`src/rtl/lap_timer_sequencer_top_defines.svh`:
```
//------------------------------------------------------------------------------
// Lap timer sequencer: shared assertion macros
// Macros that wrap concurrent assertions on the block's own logic.
//------------------------------------------------------------------------------
`ifndef LAP_TIMER_SEQUENCER_TOP_DEFINES_SVH
`define LAP_TIMER_SEQUENCER_TOP_DEFINES_SVH

// Same-cycle implication, checked outside reset.
`define LTS_ASSERT_SAME(label, clk_sig, rstn_sig, cond, prop) \
    label: assert property (@(posedge clk_sig) disable iff (!rstn_sig) \
        (cond) |-> (prop)) else $error("lap timer sequencer check failed");

// Next-cycle implication, checked outside reset.
`define LTS_ASSERT_NEXT(label, clk_sig, rstn_sig, cond, prop) \
    label: assert property (@(posedge clk_sig) disable iff (!rstn_sig) \
        (cond) |=> (prop)) else $error("lap timer sequencer check failed");

`endif

```
`src/rtl/lts_pkg.sv`:
```
//------------------------------------------------------------------------------
// Lap timer sequencer package
// Item types, configuration layout, register map and helper functions.
//------------------------------------------------------------------------------
`timescale 1ns / 1ps
`default_nettype none

package lts_pkg;

    // Width of the lap counter and of the stored best lap.
    localparam int LapWidth = 16;

    localparam int CfgAddrWidth = 5;
    localparam int CfgDataWidth = 32;

    typedef enum logic [2:0] {
        REG_RED_HOLD      = 3'd0,
        REG_BLINK_HALF    = 3'd1,
        REG_COUNTDOWN_END = 3'd2,
        REG_START_HORN    = 3'd3,
        REG_INACTIVITY    = 3'd4,
        REG_VICTORY_HORN  = 3'd5
    } reg_index_t;

    typedef enum logic [1:0] {
        TONE_NONE      = 2'd0,
        TONE_COUNTDOWN = 2'd1,
        TONE_GO        = 2'd2
    } tone_t;

    localparam logic [9:0]  RedHoldReset      = 10'd100;
    localparam logic [7:0]  BlinkHalfReset    = 8'd50;
    localparam logic [11:0] CountdownEndReset = 12'd400;
    localparam logic [9:0]  StartHornReset    = 10'd70;
    localparam logic [15:0] InactivityReset   = 16'd3000;
    localparam logic [9:0]  VictoryHornReset  = 10'd70;

    typedef struct packed {
        logic [9:0]  red_hold_ticks;
        logic [7:0]  blink_half_period;
        logic [11:0] countdown_end_ticks;
        logic [9:0]  start_horn_ticks;
        logic [15:0] inactivity_limit;
        logic [9:0]  victory_horn_ticks;
    } cfg_t;

    typedef struct packed {
        logic sensor_level;
        logic start_countdown;
        logic race_enable;
        logic clear_flags;
        logic clear_best;
    } in_item_t;

    typedef struct packed {
        logic        red_lamp;
        logic        green_lamp;
        logic        horn_on;
        logic [1:0]  tone_select;
        logic        lap_valid;
        logic [15:0] lap_time;
        logic [15:0] best_lap;
        logic        countdown_done;
        logic        inactive;
        logic        countdown_active;
        logic [11:0] elapsed_ticks;
        logic [15:0] current_lap;
    } out_item_t;

    // Clamp a lap-width value to the 16-bit display range.
    function automatic logic [15:0] sat16(input logic [LapWidth-1:0] v);
        logic [31:0] w;
        w = 32'(v);
        return (w > 32'h0000_FFFF) ? 16'hFFFF : w[15:0];
    endfunction

endpackage

`default_nettype wire

```
`src/rtl/lts_regs.sv`:
```
//------------------------------------------------------------------------------
// Lap timer sequencer configuration registers
// APB-style register file holding the six timing settings.
//------------------------------------------------------------------------------
`timescale 1ns / 1ps
`default_nettype none

module lts_regs (
    input  wire logic                             clk,
    input  wire logic                             rst_n,
    input  wire logic                             psel,
    input  wire logic                             penable,
    input  wire logic                             pwrite,
    input  wire logic [lts_pkg::CfgAddrWidth-1:0] paddr,
    input  wire logic [lts_pkg::CfgDataWidth-1:0] pwdata,
    output logic      [lts_pkg::CfgDataWidth-1:0] prdata,
    output logic                                  pready,
    output lts_pkg::cfg_t                         cfg
);
    import lts_pkg::*;

    cfg_t       cfg_reg;
    logic       wr_en;
    reg_index_t index;

    assign pready = 1'b1;
    assign wr_en  = psel && penable && pwrite;
    assign index  = reg_index_t'(paddr[CfgAddrWidth-1:2]);
    assign cfg    = cfg_reg;

    always_ff @(posedge clk or negedge rst_n)
    begin
        if (!rst_n)
        begin
            cfg_reg.red_hold_ticks      <= RedHoldReset;
            cfg_reg.blink_half_period   <= BlinkHalfReset;
            cfg_reg.countdown_end_ticks <= CountdownEndReset;
            cfg_reg.start_horn_ticks    <= StartHornReset;
            cfg_reg.inactivity_limit    <= InactivityReset;
            cfg_reg.victory_horn_ticks  <= VictoryHornReset;
        end
        else if (wr_en)
        begin
            unique case (index)
                REG_RED_HOLD:      cfg_reg.red_hold_ticks      <= pwdata[9:0];
                REG_BLINK_HALF:    cfg_reg.blink_half_period   <= pwdata[7:0];
                REG_COUNTDOWN_END: cfg_reg.countdown_end_ticks <= pwdata[11:0];
                REG_START_HORN:    cfg_reg.start_horn_ticks    <= pwdata[9:0];
                REG_INACTIVITY:    cfg_reg.inactivity_limit    <= pwdata[15:0];
                REG_VICTORY_HORN:  cfg_reg.victory_horn_ticks  <= pwdata[9:0];
                default:           ;
            endcase
        end
    end

    always_comb
    begin
        unique case (index)
            REG_RED_HOLD:      prdata = 32'(cfg_reg.red_hold_ticks);
            REG_BLINK_HALF:    prdata = 32'(cfg_reg.blink_half_period);
            REG_COUNTDOWN_END: prdata = 32'(cfg_reg.countdown_end_ticks);
            REG_START_HORN:    prdata = 32'(cfg_reg.start_horn_ticks);
            REG_INACTIVITY:    prdata = 32'(cfg_reg.inactivity_limit);
            REG_VICTORY_HORN:  prdata = 32'(cfg_reg.victory_horn_ticks);
            default:           prdata = '0;
        endcase
    end

endmodule

`default_nettype wire

```
`src/rtl/lts_core.sv`:
```
//------------------------------------------------------------------------------
// Lap timer sequencer core
// Sequencer state and the single-pass update applied for each tick item.
//------------------------------------------------------------------------------
`timescale 1ns / 1ps
`default_nettype none

`include "lap_timer_sequencer_top_defines.svh"

module lts_core (
    input  wire logic               clk,
    input  wire logic               rst_n,
    input  wire logic               step,
    input  wire lts_pkg::in_item_t  item,
    input  wire lts_pkg::cfg_t      cfg,
    output lts_pkg::out_item_t      result
);
    import lts_pkg::*;

    logic                countdown_running_reg, countdown_running_next;
    logic [11:0]         countdown_count_reg, countdown_count_next;
    logic [7:0]          blink_phase_reg, blink_phase_next;
    logic [LapWidth-1:0] lap_count_reg, lap_count_next;
    logic [LapWidth-1:0] best_time_reg, best_time_next;
    logic                victory_active_reg, victory_active_next;
    logic [9:0]          victory_count_reg, victory_count_next;
    logic                horn_gate_reg, horn_gate_next;
    tone_t               tone_choice_reg, tone_choice_next;
    logic                red_on_reg, red_on_next;
    logic                green_on_reg, green_on_next;
    logic                done_flag_reg, done_flag_next;
    logic                idle_flag_reg, idle_flag_next;
    logic                prev_sensor_reg, prev_sensor_next;

    logic                finished;
    logic                lap_valid;
    logic [LapWidth-1:0] lap_time;

    always_comb
    begin
        countdown_running_next = countdown_running_reg;
        countdown_count_next   = countdown_count_reg;
        blink_phase_next       = blink_phase_reg;
        lap_count_next         = lap_count_reg;
        best_time_next         = best_time_reg;
        victory_active_next    = victory_active_reg;
        victory_count_next     = victory_count_reg;
        horn_gate_next         = horn_gate_reg;
        tone_choice_next       = tone_choice_reg;
        red_on_next            = red_on_reg;
        green_on_next          = green_on_reg;
        done_flag_next         = done_flag_reg;
        idle_flag_next         = idle_flag_reg;
        finished               = 1'b0;
        lap_valid              = 1'b0;
        lap_time               = '0;

        if (item.clear_flags)
        begin
            done_flag_next = 1'b0;
            idle_flag_next = 1'b0;
        end
        if (item.clear_best)
        begin
            best_time_next = '0;
        end

        // A start pulse restarts the countdown from zero with red lit.
        if (item.start_countdown)
        begin
            countdown_running_next = 1'b1;
            countdown_count_next   = '0;
            blink_phase_next       = '0;
            red_on_next            = 1'b1;
        end

        if (countdown_running_next)
        begin
            if (countdown_count_next < 12'(cfg.red_hold_ticks))
            begin
                red_on_next = 1'b1;
            end
            else if (countdown_count_next == 12'(cfg.red_hold_ticks))
            begin
                tone_choice_next = TONE_COUNTDOWN;
                horn_gate_next   = 1'b1;
                blink_phase_next = '0;
            end
            else if (countdown_count_next < cfg.countdown_end_ticks)
            begin
                blink_phase_next = blink_phase_next + 8'd1;
                if (blink_phase_next == cfg.blink_half_period)
                begin
                    blink_phase_next = '0;
                    red_on_next      = !red_on_next;
                    tone_choice_next = TONE_COUNTDOWN;
                    horn_gate_next   = !horn_gate_next;
                end
            end
            else
            begin
                tone_choice_next       = TONE_GO;
                red_on_next            = 1'b0;
                horn_gate_next         = 1'b1;
                done_flag_next         = 1'b1;
                green_on_next          = 1'b1;
                countdown_running_next = 1'b0;
                countdown_count_next   = '0;
                finished               = 1'b1;
            end
            if (!finished)
            begin
                countdown_count_next = countdown_count_next + 12'd1;
            end
        end
        else if (item.race_enable)
        begin
            if (32'(lap_count_next) == 32'(cfg.start_horn_ticks))
            begin
                horn_gate_next = 1'b0;
            end
            if (32'(lap_count_next) < 32'(cfg.inactivity_limit))
            begin
                lap_count_next = lap_count_next + LapWidth'(1);
            end
            else
            begin
                idle_flag_next = 1'b1;
                lap_count_next = '0;
            end
        end

        // A falling sensor edge closes the lap in any mode.
        if (prev_sensor_reg && !item.sensor_level)
        begin
            lap_valid      = 1'b1;
            lap_time       = lap_count_next;
            lap_count_next = '0;
            if ((lap_time < best_time_next) || (best_time_next == '0))
            begin
                best_time_next      = lap_time;
                tone_choice_next    = TONE_GO;
                victory_active_next = 1'b1;
                victory_count_next  = '0;
            end
        end
        prev_sensor_next = item.sensor_level;

        if (victory_active_next)
        begin
            if (victory_count_next < cfg.victory_horn_ticks)
            begin
                horn_gate_next     = 1'b1;
                victory_count_next = victory_count_next + 10'd1;
            end
            else
            begin
                victory_active_next = 1'b0;
                victory_count_next  = '0;
                horn_gate_next      = 1'b0;
            end
        end
    end

    always_comb
    begin
        result.red_lamp         = red_on_next;
        result.green_lamp       = green_on_next;
        result.horn_on          = horn_gate_next;
        result.tone_select      = tone_choice_next;
        result.lap_valid        = lap_valid;
        result.lap_time         = lap_valid ? sat16(lap_time) : 16'd0;
        result.best_lap         = sat16(best_time_next);
        result.countdown_done   = done_flag_next;
        result.inactive         = idle_flag_next;
        result.countdown_active = countdown_running_next;
        result.elapsed_ticks    = countdown_count_next;
        result.current_lap      = sat16(lap_count_next);
    end

    always_ff @(posedge clk or negedge rst_n)
    begin
        if (!rst_n)
        begin
            countdown_running_reg <= 1'b0;
            countdown_count_reg   <= '0;
            blink_phase_reg       <= '0;
            lap_count_reg         <= '0;
            best_time_reg         <= '0;
            victory_active_reg    <= 1'b0;
            victory_count_reg     <= '0;
            horn_gate_reg         <= 1'b0;
            tone_choice_reg       <= TONE_NONE;
            red_on_reg            <= 1'b0;
            green_on_reg          <= 1'b0;
            done_flag_reg         <= 1'b0;
            idle_flag_reg         <= 1'b0;
            prev_sensor_reg       <= 1'b0;
        end
        else if (step)
        begin
            countdown_running_reg <= countdown_running_next;
            countdown_count_reg   <= countdown_count_next;
            blink_phase_reg       <= blink_phase_next;
            lap_count_reg         <= lap_count_next;
            best_time_reg         <= best_time_next;
            victory_active_reg    <= victory_active_next;
            victory_count_reg     <= victory_count_next;
            horn_gate_reg         <= horn_gate_next;
            tone_choice_reg       <= tone_choice_next;
            red_on_reg            <= red_on_next;
            green_on_reg          <= green_on_next;
            done_flag_reg         <= done_flag_next;
            idle_flag_reg         <= idle_flag_next;
            prev_sensor_reg       <= prev_sensor_next;
        end
    end

    // A start pulse always leaves the countdown running after the tick.
    `LTS_ASSERT_NEXT(a_start_runs, clk, rst_n, step && item.start_countdown, countdown_running_reg)
    // Without a tick the lap counter and best lap do not move.
    `LTS_ASSERT_NEXT(a_hold_idle, clk, rst_n, !step, $stable(lap_count_reg) && $stable(best_time_reg))
    // The done flag can only rise on the tick that ends the countdown.
    `LTS_ASSERT_SAME(a_done_at_end, clk, rst_n, $rose(done_flag_reg), $fell(countdown_running_reg))

endmodule

`default_nettype wire

```
`src/rtl/lap_timer_sequencer_top.sv`:
```
//------------------------------------------------------------------------------
// Lap timer sequencer top level
// Start lights, horn and lap timing driven by one tick item per centisecond.
//------------------------------------------------------------------------------
// Path: an accepted tick item waits in the input register, and its result is
// offered from the result register; out_stall can hold both registers.
// Throughput: one item per cycle while out_stall is low; the input register,
// single-pass update and result register let a new tick enter every cycle.
// Reset: rst_n clears all sequencer state, both pipeline valids and loads the
// default timing settings; the block is ready in the first cycle after reset.
`timescale 1ns / 1ps
`default_nettype none

module lap_timer_sequencer_top (
    input  wire logic                             clk,
    input  wire logic                             rst_n,
    // Tick items in.
    input  wire logic                             in_valid,
    output logic                                  in_stall,
    input  wire lts_pkg::in_item_t                in_item,
    // Result items out.
    output logic                                  out_valid,
    input  wire logic                             out_stall,
    output lts_pkg::out_item_t                    out_item,
    // Configuration port.
    input  wire logic                             psel,
    input  wire logic                             penable,
    input  wire logic                             pwrite,
    input  wire logic [lts_pkg::CfgAddrWidth-1:0] paddr,
    input  wire logic [lts_pkg::CfgDataWidth-1:0] pwdata,
    output logic      [lts_pkg::CfgDataWidth-1:0] prdata,
    output logic                                  pready
);
    import lts_pkg::*;

    // The input register holds one accepted item until the core has applied
    // it; the result register holds the core's answer until it is taken.
    logic      in_valid_reg, in_valid_next;
    in_item_t  in_item_reg;
    logic      out_valid_reg, out_valid_next;
    out_item_t out_item_reg;

    logic      in_fire;
    logic      step;
    cfg_t      cfg;
    out_item_t core_result;

    // The stored item moves on whenever the result register is empty or is
    // being emptied in this same cycle.
    assign step     = in_valid_reg && (!out_valid_reg || !out_stall);
    assign in_stall = in_valid_reg && !step;
    assign in_fire  = in_valid && !in_stall;

    assign out_valid = out_valid_reg;
    assign out_item  = out_item_reg;

    lts_regs u_regs (
        .clk     (clk),
        .rst_n   (rst_n),
        .psel    (psel),
        .penable (penable),
        .pwrite  (pwrite),
        .paddr   (paddr),
        .pwdata  (pwdata),
        .prdata  (prdata),
        .pready  (pready),
        .cfg     (cfg)
    );

    // The core keeps the sequencer state and advances it once per step.
    lts_core u_core (
        .clk    (clk),
        .rst_n  (rst_n),
        .step   (step),
        .item   (in_item_reg),
        .cfg    (cfg),
        .result (core_result)
    );

    always_comb
    begin
        in_valid_next = in_valid_reg;
        if (in_fire)
        begin
            in_valid_next = 1'b1;
        end
        else if (step)
        begin
            in_valid_next = 1'b0;
        end

        out_valid_next = out_valid_reg;
        if (step)
        begin
            out_valid_next = 1'b1;
        end
        else if (!out_stall)
        begin
            out_valid_next = 1'b0;
        end
    end

    always_ff @(posedge clk or negedge rst_n)
    begin
        if (!rst_n)
        begin
            in_valid_reg  <= 1'b0;
            out_valid_reg <= 1'b0;
        end
        else
        begin
            in_valid_reg  <= in_valid_next;
            out_valid_reg <= out_valid_next;
        end
    end

    // Payload registers carry no reset; they are qualified by the valids.
    always_ff @(posedge clk)
    begin
        if (in_fire)
        begin
            in_item_reg <= in_item;
        end
        if (step)
        begin
            out_item_reg <= core_result;
        end
    end

endmodule

`default_nettype wire
```
`config.mk`:
```
export PLATFORM = sky130hd
export DESIGN_NAME = lap_timer_sequencer_top
export DESIGN_NICKNAME = d
export VERILOG_FILES = /design/src/rtl/lts_pkg.sv /design/src/rtl/lts_regs.sv /design/src/rtl/lts_core.sv /design/src/rtl/lap_timer_sequencer_top.sv
export VERILOG_INCLUDE_DIRS = /design/src /design/src/rtl
export SDC_FILE = /design/constraint.sdc
export NUM_CORES = 1
export LEC_CHECK = 0
export BUFFER_PORTS_ARGS = -buffer_cell sky130_fd_sc_hd__buf_4
export CAP_MARGIN = 20
export CORE_AREA = 2 2 161 148
export CTS_BUF_LIST = sky130_fd_sc_hd__clkbuf_16
export CTS_CLUSTER_DIAMETER = 200
export DETAILED_ROUTE_END_ITERATION = 6
export DIE_AREA = 0 0 163 150
export PLACE_DENSITY = 0.76
export SYNTH_ARGS = -nofsm -noshare
export SYNTH_HDL_FRONTEND = slang
export SYNTH_SLANG_ARGS = --single-unit
```
`constraint.sdc`:
```
create_clock -name clk -period 6.46 [get_ports clk]
set_clock_uncertainty 0.2 [all_clocks]
set_input_delay 1.292 -clock clk [delete_from_list [all_inputs] [get_ports clk]]
set_output_delay 1.292 -clock clk [all_outputs]
set_load 0.1 [all_outputs]
```
== Yosys cells after proc, flatten, opt, wreduce, memory -nomap -nowiden ==
Cells that the tools add are included.
Operators by class
  add/subtract/negate cells: 4
  magnitude comparators: 5
  eq/ne operators: 9
  mux-type cells: 77
  reduce and logical (&&, ||, !) cells: 25
Operator list (number)
  16-bit 2-to-1 mux: 7
  16-bit one-hot mux with 6 select lines: 1
  12-bit 2-to-1 mux: 7
  8-bit 2-to-1 mux: 6
  1-bit 2-to-1 mux: 45
  10-bit 2-to-1 mux: 4
  16-bit less-than comparator: 2
  16-bit by 1-bit adder with 16-bit output (second input constant): 1
  16-bit by 10-bit equality test with 1-bit output: 1
  16-bit zero test: 1
  2-bit 2-to-1 mux: 7
  2-bit AND reduction: 7
  12-bit by 1-bit adder with 12-bit output (second input constant): 1
  12-bit by 10-bit equality test with 1-bit output: 1
  12-bit by 10-bit less-than comparator with 1-bit output: 1
  12-bit less-than comparator: 1
  10-bit by 1-bit adder with 10-bit output (second input constant): 1
  10-bit less-than comparator: 1
  8-bit by 1-bit adder with 8-bit output (second input constant): 1
  8-bit equality test: 1
  1-bit zero test: 7
  3-bit by 2-bit equality test with 1-bit output (second input constant): 2
  3-bit equality test (second input constant): 2
  1-bit logical AND: 6
  5 further kinds: 6
Storage, ports and cells
  register bits: 214
  bits of input ports: 49
  output and inout bits: 104
  logic and storage cells: 159

== Depth between registers and ports, before layout ==
  depth in word-level cells: 11
  mapped depth: 28
  depth with buffers taken out: 26

== By module ==
From an unflattened synthesis, not the netlist that was laid out.
Second synthesis, totals
  cell total of the unflattened synthesis: 1171
  area total of the unflattened synthesis: 12345.6 um2
By module, submodules not included
  lts_core: instances 1, cells an instance 852, area an instance 6765.2 um2, sequential area each 1801.7 um2
  lts_regs: instances 1, cells an instance 237, area an instance 3265.6 um2, sequential area each 1679.1 um2
  lap_timer_sequencer_top: instances 1, cells an instance 82, area an instance 2314.7 um2, sequential area each 2272.2 um2

== Least setup slack after synthesis ==
Ideal clock, no wire load.
  kind: reg2reg
  start point: reg u_regs.cfg_reg (netlist bit u_regs.cfg[21])
  end point: reg u_core.victory_count_reg[7]
  setup time: 0.086 ns
  arrival: 5.833 ns
  required time: 6.174 ns
  setup slack: 0.342 ns
  cell stages (with the launch flop): 29
  buffers on the path: 4
  clock period less this slack: 6.118 ns
  path through: dfstp_2 -> inv_1 -> ha_1 -> and2_1 -> nand4_1 -> or4_4 -> a31oi_1 -> buf_2 -> buf_2 -> nor2_1 -> ha_1 -> a21o_1 -> a221o_1 -> a21oi_1 -> o211ai_1 -> a21o_1 -> a31oi_4 -> buf_4 -> buf_2 -> nor2_1 -> ha_1 -> a21o_1 -> a21o_1 -> a2111oi_0 -> o31a_1 -> and2_0 -> nand2_1 -> o2111a_1 -> nor3_1
On the way
  longest elaborated chain between the ends: 11
  elaborated cells on any way between the ends: 14
  classes of those cells: 1 x add/sub; 3 x order compare; 9 x mux; 1 x reduce/logical
Ends and longest elaborated chain
  start, declared: line lts_regs.sv:22  | cfg_t cfg_reg;
  16-bit less-than comparator (*): line lts_core.sv:122  | if (32'(lap_count_next) < 32'(cfg.inactivity_limit))
  16-bit 2-to-1 mux (*): line lts_core.sv:122
  16-bit 2-to-1 mux (*): line lts_core.sv:116  | else if (item.race_enable)
  16-bit 2-to-1 mux (*): line lts_core.sv:77  | if (countdown_running_next)
  16-bit less-than comparator (*): line lts_core.sv:139  | if ((lap_time < best_time_next) || (best_time_next == '0))
  1-bit logical OR (*): line lts_core.sv:139
  10-bit 2-to-1 mux: line lts_core.sv:139
  10-bit 2-to-1 mux: line lts_core.sv:134  | if (prev_sensor_reg && !item.sensor_level)
  10-bit by 1-bit adder with 10-bit output / 10-bit less-than comparator (equally long branches): line lts_core.sv:154, lts_core.sv:151
  10-bit 2-to-1 mux: line lts_core.sv:151  | if (victory_count_next < cfg.victory_horn_ticks)
  10-bit 2-to-1 mux (*): line lts_core.sv:149  | if (victory_active_next)
  end signal, assigned: line lts_core.sv:208  | victory_count_reg <= victory_count_next;
  end, declared: line lts_core.sv:26  | logic [9:0] victory_count_reg, victory_count_next;
Mark *: on every way between the ends. The rest lies on a longest branch, timed or not.
A chain may end at the register's enable or synchronous reset.

== Final worst setup path ==
  start point: reg u_regs.cfg_reg (netlist bit u_regs.cfg[21])
  end point: reg u_core.victory_count_reg[6]
The elaborated chain is that of the path after synthesis.

==> impl_summary.txt <==
----------------------------------------------------
[Floorplan]
  Top-level port count ... 153
  Starting density of the core ... 0.519
  Die height ... 150 um
  Core Area ... 0.0229 sq mm
  Std cell rows ... 53
  Die Width ... 163 um
  Overall die area ... 0.0245 sq mm

[Synthesis]
  Most frequent cell after synthesis ... sky130_fd_sc_hd__nand2_1
  Synth area leaders ... sky130_fd_sc_hd__dfrtp_1 25%, sky130_fd_sc_hd__edfxtp_1 19%, sky130_fd_sc_hd__ha_1 6.7%
  Share of async-settable or async-resettable flops after synthesis ... 0.654
  Post-synthesis instance total ... 1187
  Number of enable-type register cells in the synthesized netlist ... 74
  Post-Synthesis Mean Instance Area ... 10.0 sq um
  Count of state elements after synthesis ... 214
  Area fraction of the dominant cell type after synthesis ... 0.249
  Post-synthesis sequential area ratio ... 0.484
  Synth Warn # ... 0
  Netlist area before placement ... 0.0119 sq mm
  Post-synthesis cell type count ... 82
  Yosys top cell by area ... sky130_fd_sc_hd__dfrtp_1
  Leading post-synthesis cells by instance count ... 144 x sky130_fd_sc_hd__nand2_1, 118 x sky130_fd_sc_hd__dfrtp_1, 108 x sky130_fd_sc_hd__o21ai_0, 74 x sky130_fd_sc_hd__edfxtp_1
  Synth Flop Type ... sky130_fd_sc_hd__dfrtp_1

[Clocking]
  Cts-stage hold buffer count ... 0
  Number of clock sinks ... 214
  Clock tree from TritonCTS ... yes
  Clock tree buffer depth ... 3
  Clock slew at reported path FFs ... 0.06 ns
  Number of H-tree branching levels ... 1
  CTS buffer count ... 24
  Clock Tree Root ... sky130_fd_sc_hd__clkbuf_16
  Worst skew pair latency ... 0.52 ns

[Power and ir drop]
  Sum of internal, switching and leakage power ... 0.00441 W
  Largest voltage drop on the vdd net ... 0.000198 V
  Pwr/cell area ... 316 mW/mm^2
  Lkg Pwr ... 6.36 nW

[Worst setup path]
  Critical path startpoint ... u_regs.cfg[21]
  Slowest stage cell on the critical path ... sky130_fd_sc_hd__or4_4
  Register-to-register path setup slack ... 0.31 ns
  Startpoint Class ... flip-flop
  Arrival time at the worst endpoint ... 6.40 ns
  Worst R2R Path Depth ... 27
  Critical setup path kind ... flip-flop to flip-flop
  Delay-heaviest family, CP ... compound AO/OA/AOI/OAI gates
  Critical Path Sink Type ... flip-flop
  Capturing element of the worst setup path ... u_core.victory_count_reg[6]
  Most prevalent standard cell on the critical path ... sky130_fd_sc_hd__a21o_1
  Delay of the slowest critical-path stage ... 0.60 ns
  Reg-to-reg startpoint ... u_regs.cfg[21]
  Worst Path Required ... 6.71 ns
  Endpoint of the worst register-to-register path ... u_core.victory_count_reg[6]
  Biggest fanout along the worst timing path ... 19
  Number of buffers and inverters on the critical path ... 4
  Levels on crit path ... 27

[Placement]
  Final HPWL from detailed placement ... 21200 um
  Placer Congestion ... 0.893
  Placed cell areas ... 0.0131 sq mm
  Post-place setup slack ... 0.0258 ns
  Count of buffers from port buffering ... 117

[Timing]
  Crit share post-route ... 0.952
  Worst Hold Margin ... 0.279 ns
  Clock period minus worst slack ... 6.15 ns
  Measured slew at the worst slew-check pin ... 1.02 ns
  Achievable frequency ... 163 MHz
  Number of endpoints with negative hold slack in the final report ... 0
  Number of pins exceeding their max-slew limit in the final report ... 0
  Final-report setup violation count ... 0
  Relative slew slack ... 0.315
  Minimum setup slack in the final design ... 0.308 ns

[Flow run]
  Number of maximum-capacitance violations ... 0

[Drt]
  Total length of routed wires ... 30000 um
  Routed vias ... 9429
  Number of iterations in the first detailed-routing pass ... 5
  DR vias/cell ... 5.80
  Antenna-violating nets left ... 0
  Post-detailed-route DRC marker count ... 0
  Detailed Route Iter0 Violations ... 886
  WL per Instance ... 18.4 um

[Finish]
  Area delta synth->final ... 17.4%
  Final design area excluding fillers ... 0.0139 sq mm
  Nets ... 1417
  Fraction of layout cells with a size suffix above 1 ... 0.203
  Max FFs per register ... 69
  Fill cell instance count of the final layout ... 1873

[Hold path]
  Number of cells traversed by the worst hold path ... 2
  Worst Hold Class ... flip-flop to flip-flop

[Global routing]
  Antenna violations before repair ... 1
  Global Route Usage Sum ... 0.245
  Overflow left after global routing ... 0
  Maximum number of pins on one net before global-route repair ... 101
  First-pass GRT wire length ... 47400 um
  Via count of the first global-routing pass ... 8881

[Outcome]
  Status ... finished, final reports clean

----------------------------------------------------
[kinds of logic after synthesis]
logic type | after synthesis | synth area share
flops | 214 | 0.484
buf+inv | 144 | 0.0543
xor+xnor | 37 | 0.0284
compound gates | 275 | 0.151
simple gates | 398 | 0.163
other cells | 2 | 0.000632
fa+ha+maj | 64 | 0.0674
mux | 53 | 0.0517
[worst register-to-register path: cells and delay by family (launching register included)]
family	cells	cell delay [ns]
and+or+nand+nor	8	1.72
buffers and inverters	4	0.58
AOI/OAI and AO/OA	12	2.30
adders and majority gates	3	0.78
DFF	1	0.53
[per-stage QoR]
stage / utilization / setup TNS, ns / cells
4_1_cts: 0.607 / 0 / 1621
6_report: 0.610 / 0 / 1625
3_5_place_dp: 0.571 / 0 / 1577
2_1_floorplan: - / 0 / 1202
3_3_place_gp: 0.571 / 0 / 1577
5_1_grt: 0.609 / -0.00981 / 1624
[worst min-delay path by stage]
stage	to	startpoint	slack, ns
2_1_floorplan	u_core.prev_sensor_reg	in_item_reg[4]	0.23
3_3_place_gp	u_core.green_on_reg	u_core.green_on_reg	0.25
3_5_place_dp	u_core.prev_sensor_reg	in_item_reg[4]	0.26
4_1_cts	u_core.prev_sensor_reg	in_item_reg[4]	0.28
5_1_grt	u_core.prev_sensor_reg	in_item_reg[4]	0.32
6_report	u_core.prev_sensor_reg	u_core.prev_sensor_reg	0.28
[layer usage]
metal / global-route usage / up-vias / share of wire
met1: 0.372 / 4564 / 0.46
met4: 0.0624 / 0 / 0.022
met5: 0 / - / 0
li1: - / 4472 / -
met3: 0.0360 / 46 / 0.068
met2: 0.368 / 347 / 0.45
[cell usage in the layout, fill, tap and decap left out, drive strengths merged, types with 14 or more instances in the layout]
| cell | count |
|---|---|
| inv | 79 |
| nor2b | 32 |
| a21o | 15 |
| nand2b | 14 |
| nor3 | 40 |
| edfxtp | 74 |
| nor2 | 70 |
| dfrtp | 118 |
| clkbuf | 27 |
| ha | 64 |
| o21ai | 111 |
| a21oi | 38 |
| nand3 | 28 |
| conb | 17 |
| mux2 | 37 |
| xnor2 | 14 |
| dfstp | 22 |
| nand2 | 145 |
| xor2 | 22 |
| buf | 148 |
| a22o | 19 |
| nor4 | 14 |
[power by group]
group	switching, W	internal (W)
logic	0.000895	0.000359
clock network	0.000551	0.000842
registers	0.000140	0.00163
[timing repair]
item | in CTS | in global routing
resized for setup | 0 | 9
endpoints found under the setup margin | 0 | 9
buffers inserted | 0 | 1
[cell type report]
class                           count  area (sq um)  share of cell area
Timing Repair Buffer              149          1140              0.0820
Tap cell                          302           378              0.0271
Sequential cell                   214          5750               0.413
Antenna cell                        1          2.50            0.000179
Clock inverter                     18           159              0.0114
Inverter                           71           269              0.0193
Clock buffer                       26           651              0.0467
Multi-Input combinational cell    844          5590               0.401
No activity file was read; power rests on OpenSTA's default activity.
